$ cat config.mk
export PLATFORM = sky130hd
export DESIGN_NAME = thermostat_mode_controller_unit
export DESIGN_NICKNAME = d
export VERILOG_FILES = /design/src/tmc_pkg.sv /design/src/thermostat_mode_controller_unit.sv /design/src/tmc_cfg.sv /design/src/tmc_step.sv
export VERILOG_INCLUDE_DIRS = /design/src /design/src/src
export SDC_FILE = /design/constraint.sdc
export NUM_CORES = 1
export LEC_CHECK = 0
export BUFFER_PORTS_ARGS = -buffer_cell sky130_fd_sc_hd__buf_2
export CELL_PAD_IN_SITES_DETAIL_PLACEMENT = 1
export CELL_PAD_IN_SITES_GLOBAL_PLACEMENT = 1
export CORE_ASPECT_RATIO = 1.25
export CORE_MARGIN = 2
export CORE_UTILIZATION = 24
export CTS_CLUSTER_DIAMETER = 60
export DETAILED_ROUTE_END_ITERATION = 6
export HOLD_SLACK_MARGIN = 0.03
export PLACE_DENSITY = 0.46
export SYNTH_ARGS = -nofsm -noshare
export SYNTH_HDL_FRONTEND = slang
export SYNTH_HIERARCHICAL = 1
export SYNTH_SLANG_ARGS = --single-unit
export TNS_END_PERCENT = 5
$ cat constraint.sdc
create_clock -name aclk -period 6.8 [get_ports aclk]
set_input_delay 1.36 -clock aclk [delete_from_list [all_inputs] [get_ports aclk]]
set_output_delay 1.36 -clock aclk [all_outputs]
set_load 0.01 [all_outputs]
$ cat src/thermostat_mode_controller_unit_assert.svh
// Assertion macros shared by the thermostat mode controller RTL.
// Each macro checks one implication on the rising clock edge, off during reset.
`ifndef THERMOSTAT_MODE_CONTROLLER_UNIT_ASSERT_SVH
`define THERMOSTAT_MODE_CONTROLLER_UNIT_ASSERT_SVH

// Consequent must hold in the same cycle as the antecedent.
`define TMC_ASSERT_SAME(label, clk, rstn, ante, cons, msg) \
    label: assert property (@(posedge clk) disable iff (!(rstn)) (ante) |-> (cons)) \
        else $error(msg);

// Consequent must hold in the cycle after the antecedent.
`define TMC_ASSERT_NEXT(label, clk, rstn, ante, cons, msg) \
    label: assert property (@(posedge clk) disable iff (!(rstn)) (ante) |=> (cons)) \
        else $error(msg);

`endif

$ cat src/tmc_pkg.sv
// Package of the thermostat mode controller: mode and opcode codes,
// temperature limits, register map and the structs passed between modules.
// No dependencies.
`default_nettype none

package tmc_pkg;

    localparam int FAULT_BITS_DEFAULT = 8;

    localparam int TEMP_MAX  = 2000;
    localparam int TEMP_MIN  = -2000;
    localparam int TEMP_STEP = 5;

    localparam int MS_PER_S     = 1000;
    localparam int TIMEOUT_S_W  = 16;
    localparam int TIMEOUT_MS_W = 26;

    localparam int ADDR_W = 4;
    localparam int DATA_W = 32;

    localparam logic [1:0] REG_START_TARGET = 2'd0;
    localparam logic [1:0] REG_HYST_BAND    = 2'd1;
    localparam logic [1:0] REG_IDLE_TIMEOUT = 2'd2;

    localparam logic signed [11:0] START_TARGET_RST = 12'sd600;
    localparam logic [7:0]         HYST_BAND_RST    = 8'd10;

    typedef enum logic [2:0] {
        MODE_BOOT     = 3'd0,
        MODE_IDLE     = 3'd1,
        MODE_HEATING  = 3'd2,
        MODE_MAINTAIN = 3'd3,
        MODE_ALARM    = 3'd4,
        MODE_SLEEP    = 3'd5
    } mode_t;

    typedef enum logic [3:0] {
        OP_POLL       = 4'd0,
        OP_POWER      = 4'd1,
        OP_UP         = 4'd2,
        OP_DOWN       = 4'd3,
        OP_ENTER_SET  = 4'd4,
        OP_EXIT_SET   = 4'd5,
        OP_SAVE       = 4'd6,
        OP_ALARM_ACK  = 4'd7,
        OP_WAKEUP     = 4'd8
    } op_t;

    typedef struct packed {
        logic signed [11:0]      start_target;
        logic [7:0]              band;
        logic [TIMEOUT_MS_W-1:0] timeout_ms;
    } cfg_t;

    typedef struct packed {
        mode_t              mode;
        logic signed [11:0] target;
        logic [31:0]        last_ms;
        logic               backlight;
        logic               page;
    } ctl_state_t;

    typedef struct packed {
        logic load_off;
        logic pid_rst;
        logic fault_clr;
        logic save;
        logic alarm;
    } pulse_t;

endpackage

`default_nettype wire

$ cat src/thermostat_mode_controller_unit.sv
// Thermostat mode controller: one result transfer for every input transfer, one
// transfer per clock when the result side keeps up; each item passes the input
// register, then the result register. The longest path is the 32-bit idle
// elapsed-time compare and the 13-bit hysteresis compare feeding the mode
// select. The idle timeout is converted to milliseconds when written, so no
// multiply lies in the per-item path. No clearing pass is needed after reset.
// Depends on tmc_pkg, tmc_cfg, tmc_step and the assert header.
`default_nettype none

`include "thermostat_mode_controller_unit_assert.svh"

module thermostat_mode_controller_unit #(
    parameter int FAULT_BITS = tmc_pkg::FAULT_BITS_DEFAULT
) (
    input  wire logic                       aclk,
    input  wire logic                       aresetn,

    input  wire logic                       s_valid,
    output logic                            s_ready,
    input  wire logic [3:0]                 s_opcode,
    input  wire logic [31:0]                s_now_ms,
    input  wire logic signed [11:0]         s_chamber_temp,
    input  wire logic [FAULT_BITS-1:0]      s_fault_bits,

    output logic                            m_valid,
    input  wire logic                       m_ready,
    output logic [2:0]                      m_mode,
    output logic signed [11:0]              m_setpoint,
    output logic [FAULT_BITS-1:0]           m_latched_fault,
    output logic                            m_load_off_pulse,
    output logic                            m_pid_reset_pulse,
    output logic                            m_fault_clear_pulse,
    output logic                            m_save_pulse,
    output logic                            m_panel_lit,
    output logic                            m_page_select,
    output logic                            m_alarm_pulse,

    input  wire logic                       psel,
    input  wire logic                       penable,
    input  wire logic                       pwrite,
    input  wire logic [tmc_pkg::ADDR_W-1:0] paddr,
    input  wire logic [tmc_pkg::DATA_W-1:0] pwdata,
    output logic      [tmc_pkg::DATA_W-1:0] prdata,
    output logic                            pready
);

    tmc_pkg::cfg_t          cfg;

    logic                   in_valid_reg;
    logic [3:0]             op_reg;
    logic [31:0]            now_reg;
    logic signed [11:0]     temp_reg;
    logic [FAULT_BITS-1:0]  faults_reg;

    tmc_pkg::ctl_state_t    state_reg;
    tmc_pkg::ctl_state_t    state_next;
    logic [FAULT_BITS-1:0]  fault_reg;
    logic [FAULT_BITS-1:0]  fault_next;
    tmc_pkg::pulse_t        pulses;

    logic                   out_valid_reg;
    tmc_pkg::ctl_state_t    out_state_reg;
    logic [FAULT_BITS-1:0]  out_fault_reg;
    tmc_pkg::pulse_t        out_pulse_reg;

    logic                   advance;
    logic                   in_take;

    assign advance = in_valid_reg && (!out_valid_reg || m_ready);
    assign s_ready = !in_valid_reg || advance;
    assign in_take = s_valid && s_ready;

    tmc_cfg u_cfg (
        .aclk    (aclk),
        .aresetn (aresetn),
        .psel    (psel),
        .penable (penable),
        .pwrite  (pwrite),
        .paddr   (paddr),
        .pwdata  (pwdata),
        .prdata  (prdata),
        .pready  (pready),
        .cfg     (cfg)
    );

    tmc_step #(
        .FAULT_BITS (FAULT_BITS)
    ) u_step (
        .state_cur    (state_reg),
        .fault_cur    (fault_reg),
        .cfg          (cfg),
        .opcode       (op_reg),
        .now_ms       (now_reg),
        .chamber_temp (temp_reg),
        .fault_bits   (faults_reg),
        .state_next   (state_next),
        .fault_next   (fault_next),
        .pulses       (pulses)
    );

    always_ff @(posedge aclk) begin
        if (!aresetn) begin
            in_valid_reg <= 1'b0;
        end else if (in_take) begin
            in_valid_reg <= 1'b1;
        end else if (advance) begin
            in_valid_reg <= 1'b0;
        end
    end

    always_ff @(posedge aclk) begin
        if (in_take) begin
            op_reg     <= s_opcode;
            now_reg    <= s_now_ms;
            temp_reg   <= s_chamber_temp;
            faults_reg <= s_fault_bits;
        end
    end

    always_ff @(posedge aclk) begin
        if (!aresetn) begin
            state_reg.mode      <= tmc_pkg::MODE_BOOT;
            state_reg.target    <= '0;
            state_reg.last_ms   <= '0;
            state_reg.backlight <= 1'b1;
            state_reg.page      <= 1'b0;
            fault_reg           <= '0;
        end else if (advance) begin
            state_reg <= state_next;
            fault_reg <= fault_next;
        end
    end

    always_ff @(posedge aclk) begin
        if (!aresetn) begin
            out_valid_reg <= 1'b0;
        end else if (advance) begin
            out_valid_reg <= 1'b1;
        end else if (m_ready) begin
            out_valid_reg <= 1'b0;
        end
    end

    always_ff @(posedge aclk) begin
        if (advance) begin
            out_state_reg <= state_next;
            out_fault_reg <= fault_next;
            out_pulse_reg <= pulses;
        end
    end

    assign m_valid             = out_valid_reg;
    assign m_mode              = out_state_reg.mode;
    assign m_setpoint          = out_state_reg.target;
    assign m_latched_fault     = out_fault_reg;
    assign m_load_off_pulse    = out_pulse_reg.load_off;
    assign m_pid_reset_pulse   = out_pulse_reg.pid_rst;
    assign m_fault_clear_pulse = out_pulse_reg.fault_clr;
    assign m_save_pulse        = out_pulse_reg.save;
    assign m_panel_lit         = out_state_reg.backlight;
    assign m_page_select       = out_state_reg.page;
    assign m_alarm_pulse       = out_pulse_reg.alarm;

    `TMC_ASSERT_SAME(a_alarm_sets_mode, aclk, aresetn,
        m_valid && m_alarm_pulse,
        out_state_reg.mode == tmc_pkg::MODE_ALARM && m_load_off_pulse,
        "Alarm transfer without alarm mode and load off.")
    `TMC_ASSERT_SAME(a_pid_reset_heats, aclk, aresetn,
        m_valid && m_pid_reset_pulse,
        out_state_reg.mode == tmc_pkg::MODE_HEATING,
        "Regulator reset outside heating.")
    `TMC_ASSERT_SAME(a_ack_clears, aclk, aresetn,
        m_valid && m_fault_clear_pulse,
        m_latched_fault == '0 && out_state_reg.mode == tmc_pkg::MODE_IDLE,
        "Alarm acknowledge left a fault or a mode other than idle.")
    `TMC_ASSERT_NEXT(a_boot_left, aclk, aresetn,
        advance,
        state_reg.mode != tmc_pkg::MODE_BOOT,
        "Controller still in boot after processing a transfer.")
    `TMC_ASSERT_NEXT(a_item_kept, aclk, aresetn,
        in_valid_reg && !advance,
        in_valid_reg,
        "Pending input transfer dropped while the result side stalled.")

endmodule

`default_nettype wire

$ cat src/tmc_cfg.sv
// Configuration register file of the thermostat mode controller, APB-style port.
// Keeps the idle timeout also in milliseconds. Depends on tmc_pkg.
`default_nettype none

module tmc_cfg (
    input  wire logic                       aclk,
    input  wire logic                       aresetn,
    input  wire logic                       psel,
    input  wire logic                       penable,
    input  wire logic                       pwrite,
    input  wire logic [tmc_pkg::ADDR_W-1:0] paddr,
    input  wire logic [tmc_pkg::DATA_W-1:0] pwdata,
    output logic      [tmc_pkg::DATA_W-1:0] prdata,
    output logic                            pready,
    output tmc_pkg::cfg_t                   cfg
);

    logic signed [11:0]                    start_target_reg;
    logic [7:0]                            band_reg;
    logic [tmc_pkg::TIMEOUT_S_W-1:0]       timeout_s_reg;
    logic [tmc_pkg::TIMEOUT_MS_W-1:0]      timeout_ms_reg;
    logic [tmc_pkg::TIMEOUT_MS_W-1:0]      timeout_ms_next;
    logic                                  wr_en;
    logic [1:0]                            reg_idx;

    assign pready  = 1'b1;
    assign wr_en   = psel && penable && pwrite && pready;
    assign reg_idx = paddr[3:2];

    assign timeout_ms_next = tmc_pkg::TIMEOUT_MS_W'(pwdata[tmc_pkg::TIMEOUT_S_W-1:0])
                           * tmc_pkg::TIMEOUT_MS_W'(tmc_pkg::MS_PER_S);

    always_ff @(posedge aclk) begin
        if (!aresetn) begin
            start_target_reg <= tmc_pkg::START_TARGET_RST;
            band_reg         <= tmc_pkg::HYST_BAND_RST;
            timeout_s_reg    <= '0;
            timeout_ms_reg   <= '0;
        end else if (wr_en) begin
            unique case (reg_idx)
                tmc_pkg::REG_START_TARGET: begin
                    start_target_reg <= pwdata[11:0];
                end
                tmc_pkg::REG_HYST_BAND: begin
                    band_reg <= pwdata[7:0];
                end
                tmc_pkg::REG_IDLE_TIMEOUT: begin
                    timeout_s_reg  <= pwdata[tmc_pkg::TIMEOUT_S_W-1:0];
                    timeout_ms_reg <= timeout_ms_next;
                end
                default: begin
                end
            endcase
        end
    end

    always_comb begin
        unique case (reg_idx)
            tmc_pkg::REG_START_TARGET: prdata = tmc_pkg::DATA_W'(start_target_reg);
            tmc_pkg::REG_HYST_BAND:    prdata = tmc_pkg::DATA_W'(band_reg);
            tmc_pkg::REG_IDLE_TIMEOUT: prdata = tmc_pkg::DATA_W'(timeout_s_reg);
            default:                   prdata = '0;
        endcase
    end

    assign cfg.start_target = start_target_reg;
    assign cfg.band         = band_reg;
    assign cfg.timeout_ms   = timeout_ms_reg;

endmodule

`default_nettype wire

$ cat src/tmc_step.sv
// Next-state and result logic of the thermostat mode controller for one item.
// Purely combinational. Depends on tmc_pkg.
`default_nettype none

module tmc_step #(
    parameter int FAULT_BITS = tmc_pkg::FAULT_BITS_DEFAULT
) (
    input  wire tmc_pkg::ctl_state_t        state_cur,
    input  wire logic [FAULT_BITS-1:0]      fault_cur,
    input  wire tmc_pkg::cfg_t              cfg,
    input  wire logic [3:0]                 opcode,
    input  wire logic [31:0]                now_ms,
    input  wire logic signed [11:0]         chamber_temp,
    input  wire logic [FAULT_BITS-1:0]      fault_bits,
    output tmc_pkg::ctl_state_t             state_next,
    output logic [FAULT_BITS-1:0]           fault_next,
    output tmc_pkg::pulse_t                 pulses
);

    function automatic logic signed [11:0] clamp_temp(input logic signed [12:0] v);
        logic signed [11:0] r;
        if (v > 13'(tmc_pkg::TEMP_MAX)) begin
            r = 12'(tmc_pkg::TEMP_MAX);
        end else if (v < 13'(tmc_pkg::TEMP_MIN)) begin
            r = 12'(tmc_pkg::TEMP_MIN);
        end else begin
            r = v[11:0];
        end
        return r;
    endfunction

    tmc_pkg::ctl_state_t    st;
    logic [FAULT_BITS-1:0]  flt;
    tmc_pkg::pulse_t        pl;
    logic signed [12:0]     err;
    logic signed [12:0]     band_pos;
    logic signed [12:0]     band_neg;
    logic [31:0]            elapsed;

    always_comb begin
        st = state_cur;
        flt = fault_cur;
        pl = '0;

        if (state_cur.mode == tmc_pkg::MODE_BOOT) begin
            st.target  = clamp_temp({cfg.start_target[11], cfg.start_target});
            st.last_ms = now_ms;
            st.mode    = tmc_pkg::MODE_IDLE;
        end

        err      = {st.target[11], st.target} - {chamber_temp[11], chamber_temp};
        band_pos = $signed({5'b0, cfg.band});
        band_neg = -band_pos;
        elapsed  = now_ms - st.last_ms;

        unique case (opcode)
            tmc_pkg::OP_POLL: begin
                if (st.mode == tmc_pkg::MODE_HEATING || st.mode == tmc_pkg::MODE_MAINTAIN) begin
                    if (err > band_pos) begin
                        st.mode = tmc_pkg::MODE_HEATING;
                    end else if (err < band_neg) begin
                        st.mode = tmc_pkg::MODE_MAINTAIN;
                    end
                end
                if (fault_bits != flt) begin
                    flt = fault_bits;
                    if (fault_bits != '0) begin
                        pl.alarm    = 1'b1;
                        pl.load_off = 1'b1;
                        st.mode     = tmc_pkg::MODE_ALARM;
                    end
                end
                if (st.mode != tmc_pkg::MODE_SLEEP && st.mode != tmc_pkg::MODE_ALARM &&
                    cfg.timeout_ms != '0 && elapsed > 32'(cfg.timeout_ms)) begin
                    st.mode      = tmc_pkg::MODE_SLEEP;
                    st.backlight = 1'b0;
                end
            end
            tmc_pkg::OP_POWER: begin
                if (st.mode == tmc_pkg::MODE_IDLE) begin
                    pl.pid_rst = 1'b1;
                    st.mode    = tmc_pkg::MODE_HEATING;
                end else if (st.mode == tmc_pkg::MODE_HEATING ||
                             st.mode == tmc_pkg::MODE_MAINTAIN) begin
                    pl.load_off = 1'b1;
                    st.mode     = tmc_pkg::MODE_IDLE;
                end
            end
            tmc_pkg::OP_UP: begin
                st.target  = clamp_temp({st.target[11], st.target} + 13'(tmc_pkg::TEMP_STEP));
                st.last_ms = now_ms;
            end
            tmc_pkg::OP_DOWN: begin
                st.target  = clamp_temp({st.target[11], st.target} - 13'(tmc_pkg::TEMP_STEP));
                st.last_ms = now_ms;
            end
            tmc_pkg::OP_ENTER_SET: begin
                st.page    = 1'b1;
                st.last_ms = now_ms;
            end
            tmc_pkg::OP_EXIT_SET: begin
                st.page    = 1'b0;
                st.last_ms = now_ms;
            end
            tmc_pkg::OP_SAVE: begin
                pl.save = 1'b1;
            end
            tmc_pkg::OP_ALARM_ACK: begin
                pl.fault_clr = 1'b1;
                flt          = '0;
                st.mode      = tmc_pkg::MODE_IDLE;
            end
            tmc_pkg::OP_WAKEUP: begin
                st.backlight = 1'b1;
                st.last_ms   = now_ms;
                st.page      = 1'b0;
                st.mode      = tmc_pkg::MODE_IDLE;
            end
            default: begin
            end
        endcase

        state_next = st;
        fault_next = flt;
        pulses     = pl;
    end

endmodule

`default_nettype wire
==> flow_summary.rst <==
.. list-table::
   :header-rows: 1

   * - Metric
     - Value
   * - Critical path class
     - register to register
   * - Count of routing violations after the opening detailed-route iteration
     - 613
   * - Initial antenna violation count
     - 3
   * - FMAX
     - 0.1595 GHz
   * - Die boundary height
     - 296.9 um
   * - Launch point of the critical path
     - u_cfg/start_target_reg[9]$_SDFFE_PN1P_
   * - Power density relative to cell area
     - 268.1 nW/um2
   * - DRC viols
     - 0
   * - Remaining max-slew budget at the tightest pin
     - 24.71%
   * - Flip-flop and latch count after synthesis
     - 202
   * - Post-CTS Hold Buffers
     - 0
   * - TritonCTS clock tree
     - yes
   * - Hold Vio Cnt, Final
     - 0
   * - Number of slew-limit violations in the final report
     - 0
   * - Worst-path clk slew
     - 0.06 ns
   * - Routed length per instance
     - 19.10 um
   * - Insertion delay of the later-clocked pin in the worst-skew pair
     - 0.59 ns
   * - Slack of the worst reg-to-reg path
     - 0.53 ns
   * - Clock Skew
     - 0.02365 ns
   * - Dominant cell type by area after synthesis
     - sky130_fd_sc_hd__edfxtp_1
   * - Number of vias after detailed routing
     - 14082
   * - First-pass detailed-route iteration total
     - 6
   * - First-pass GRT wire length
     - 87.91 mm
   * - Final weighted congestion in routability-driven placement
     - 0.8574
   * - Inserted Diodes
     - 0
   * - Worst-case setup slack after placement
     - 0.4515 ns
   * - Global routing met2 resource utilization
     - 29.02%
   * - Capture point of the critical path
     - state_reg[46]$_SDFFE_PN0P_
   * - Most used routing layer
     - met2
   * - Number of enable-type register cells in the synthesized netlist
     - 86
   * - Via count normalized by instance count
     - 4.846
   * - Area share of the leading cell type in the synthesized netlist
     - 15.68%
   * - Worst slew pin tran
     - 1.121 ns
   * - Routed Wire Length
     - 55.49 mm
   * - Syn_area_per_cell
     - 8.643 um2
   * - Peak fanout along the critical path
     - 14
   * - Most frequent standard cell in the layout excluding fill and tap cells
     - sky130_fd_sc_hd__nand2_1
   * - Placement Rows
     - 107
   * - Maximum number of pins on one net before global-route repair
     - 75
   * - Bufs and invs on worst path
     - 2
   * - Combined area of all synthesized cells
     - 16470 um2
   * - PostCTS Resize Cnt
     - 0
   * - RSZ-0062 raised after global routing
     - no
   * - Die ar.
     - 70760 um2
   * - Worst hold path class
     - register to register
   * - Crit path arrival time
     - 6.79 ns
   * - CTS Sinks
     - 202
   * - Data required time at the worst endpoint
     - 7.33 ns
   * - Number of max-cap violations
     - 0
   * - Post-synthesis to final-layout area growth
     - 15.34%
   * - Depth of the worst register-to-register path
     - 25
   * - Commonest non-fill, non-tap cells in the layout
     - sky130_fd_sc_hd__nand2_1 (271), sky130_fd_sc_hd__inv_1 (171), sky130_fd_sc_hd__a21oi_1 (156), sky130_fd_sc_hd__ha_1 (144), sky130_fd_sc_hd__buf_2 (143)
   * - Synthesized netlist cell count
     - 1906
   * - Post-CTS setup repair buffer count
     - 0
   * - Via count of the first global-routing pass
     - 15105
   * - Number of buffers added on ports
     - 144
   * - Initial cell density of the core
     - 24.22%
   * - Share of flip-flops with an asynchronous set or reset
     - 0%
   * - Fin Setup TNS
     - 0 ns
   * - Leading register cell type out of synthesis
     - sky130_fd_sc_hd__dfxtp_1
   * - Critical Path Start Type
     - register
   * - Unique masters post-synth
     - 92
   * - Worst setup margin
     - 0.5315 ns
   * - Main area contributors after synthesis
     - sky130_fd_sc_hd__edfxtp_1 (16%), sky130_fd_sc_hd__dfxtp_1 (14%), sky130_fd_sc_hd__ha_1 (11%)
   * - GR Util All Layers
     - 15.70%
   * - Number of nets at the end of the flow
     - 2310
   * - Clock root cell
     - sky130_fd_sc_hd__clkbuf_16
   * - Final period demand of the worst path
     - 6.269 ns
   * - Startpoint of the worst hold path
     - u_cfg/timeout_s_reg[3]$_SDFFE_PN0P_
   * - Share of synthesized area occupied by flip-flops and latches
     - 29.77%
   * - ANT nets after route
     - 0
   * - Stages on worst setup path
     - 25
   * - Beginning of the worst register-to-register path
     - u_cfg/start_target_reg[9]$_SDFFE_PN1P_
   * - Flip-flop count of the largest register, all copies and words added
     - 49
   * - Core Box Area
     - 68010 um2
   * - Remaining global-route overflow
     - 0
   * - H-tree Lvls
     - 1
   * - Clock Tree Buf Depth
     - 3
   * - Worst IR Drop VDD
     - 0.1891 mV
   * - Met1 demand-to-capacity share in global routing
     - 18.97%
   * - CTS buffer count
     - 29
   * - Fraction of final layout cells with drive strength greater than 1
     - 12.88%
   * - Synth Warn #
     - 6
   * - Share of the clock period used by the worst path after layout
     - 92.18%
   * - Leak
     - 7.908 nW
   * - Element type at the critical path end
     - register
   * - Estimated wirelength of the detail-placed design
     - 43.59 mm
   * - Total of endpoints with negative setup slack in the final report
     - 0
   * - Largest stage delay on the critical path
     - 0.62 ns
   * - Critical path's top delay family
     - compound AO/OA/AOI/OAI gates
   * - Top-level I/O count
     - 164
   * - M3 GR Usage
     - 1.691%
   * - Die outline width
     - 238.3 um
   * - Critical path's slowest cell
     - sky130_fd_sc_hd__or4_4
   * - Outcome
     - complete, no violations
   * - Endpoint of the worst-slack reg-to-reg timing path
     - state_reg[46]$_SDFFE_PN0P_
-- worst register-to-register path, delay by kind of cell (launching register included) --
kind	cells	cell delay [ns]
buffers and inverters	2	0.37
xor gates and xnor gates	1	0.26
DFF	1	0.37
muxes	1	0.14
and+or+nand+nor	6	1.53
AOI/OAI and AO/OA	12	2.48
adders and majority gates	3	1.06
-- synthesized netlist by cell type (8+ instances only) --
master                     instances
sky130_fd_sc_hd__and2_1           10
sky130_fd_sc_hd__edfxtp_1         86
sky130_fd_sc_hd__ha_1            144
sky130_fd_sc_hd__or3_1            10
sky130_fd_sc_hd__nor4_1           18
sky130_fd_sc_hd__buf_2            17
sky130_fd_sc_hd__o31a_1            8
sky130_fd_sc_hd__nor2_1          117
sky130_fd_sc_hd__buf_4            24
sky130_fd_sc_hd__and3_1            8
sky130_fd_sc_hd__xor2_1           20
sky130_fd_sc_hd__nor2b_1          13
sky130_fd_sc_hd__nand3_1          53
sky130_fd_sc_hd__inv_1           171
sky130_fd_sc_hd__nor3_1           35
sky130_fd_sc_hd__a21oi_1         156
sky130_fd_sc_hd__xnor2_1          49
sky130_fd_sc_hd__fa_1             56
sky130_fd_sc_hd__a21o_1           33
sky130_fd_sc_hd__a211oi_1         13
sky130_fd_sc_hd__clkbuf_1         47
sky130_fd_sc_hd__o21bai_1          8
sky130_fd_sc_hd__o21a_1           20
sky130_fd_sc_hd__nand4_1          32
sky130_fd_sc_hd__a31oi_1          12
sky130_fd_sc_hd__nand2_1         271
sky130_fd_sc_hd__o211ai_1         21
sky130_fd_sc_hd__mux2i_1         105
sky130_fd_sc_hd__dfxtp_1         116
sky130_fd_sc_hd__o21ai_0          68
-- metrics by stage --
stage / cell area, um2 / total power [mW] / util, % / hold slack [ns] / cells
finish: 19000 / 5.094 / 27.94 / 0.4593 / 2906
global placement: 17970 / 3.530 / 26.43 / 0.4423 / 2852
CTS: 18990 / 5.220 / 27.93 / 0.4620 / 2906
global route: 19000 / 5.533 / 27.94 / 0.4770 / 2906
floorplan: 16480 / 2.949 / - / 0.4314 / 1908
detailed placement: 17970 / 3.564 / 26.43 / 0.4531 / 2852
-- cells by family after synthesis --
kind of cell / synth area share, %
mux: 6.722
compound gates: 16.93
buf+inv: 7.512
xor+xnor: 3.669
other cells: 0.04559
fa+ha+maj: 17.74
flops: 29.77
simple gates: 17.61
-- layer usage --
metal  wire (um)  vias up
li1            -     6926
met4        1452        2
met5           9        -
met2       28620      158
met1       23930     6935
met3        1477       61
-- layout make-up --
class	count	area, um2
fill	8002	49010
multi-input combinational	1427	10360
sequential	202	4905
tap	872	1091
timing repair buffer	174	960.9
clock buffer	37	810.8
inverter	177	664.4
clock inverter	17	210.2
-- where the power goes --
part	internal [mW]	switching [mW]	total, mW	leakage [nW]
clock	0.969	0.629	1.60	0.497
sequential	1.33	0.0450	1.37	1.77
combinational	0.835	1.29	2.12	5.64
-- worst min path at each step --
stage / cells past startpoint / to / slack [ns]
after detailed placement: 2 / u_cfg/timeout_s_reg[6]$_SDFFE_PN0P_ / 0.45
final: 2 / u_cfg/timeout_s_reg[3]$_SDFFE_PN0P_ / 0.46
after global routing: 2 / state_reg[19]$_SDFFE_PN0P_ / 0.48
after global placement: 2 / state_reg[19]$_SDFFE_PN0P_ / 0.44
after floorplan: 2 / state_reg[47]$_SDFFE_PN0P_ / 0.43
after CTS: 2 / u_cfg/timeout_s_reg[6]$_SDFFE_PN0P_ / 0.46
Note: power is estimated with default switching activity, not from simulation.
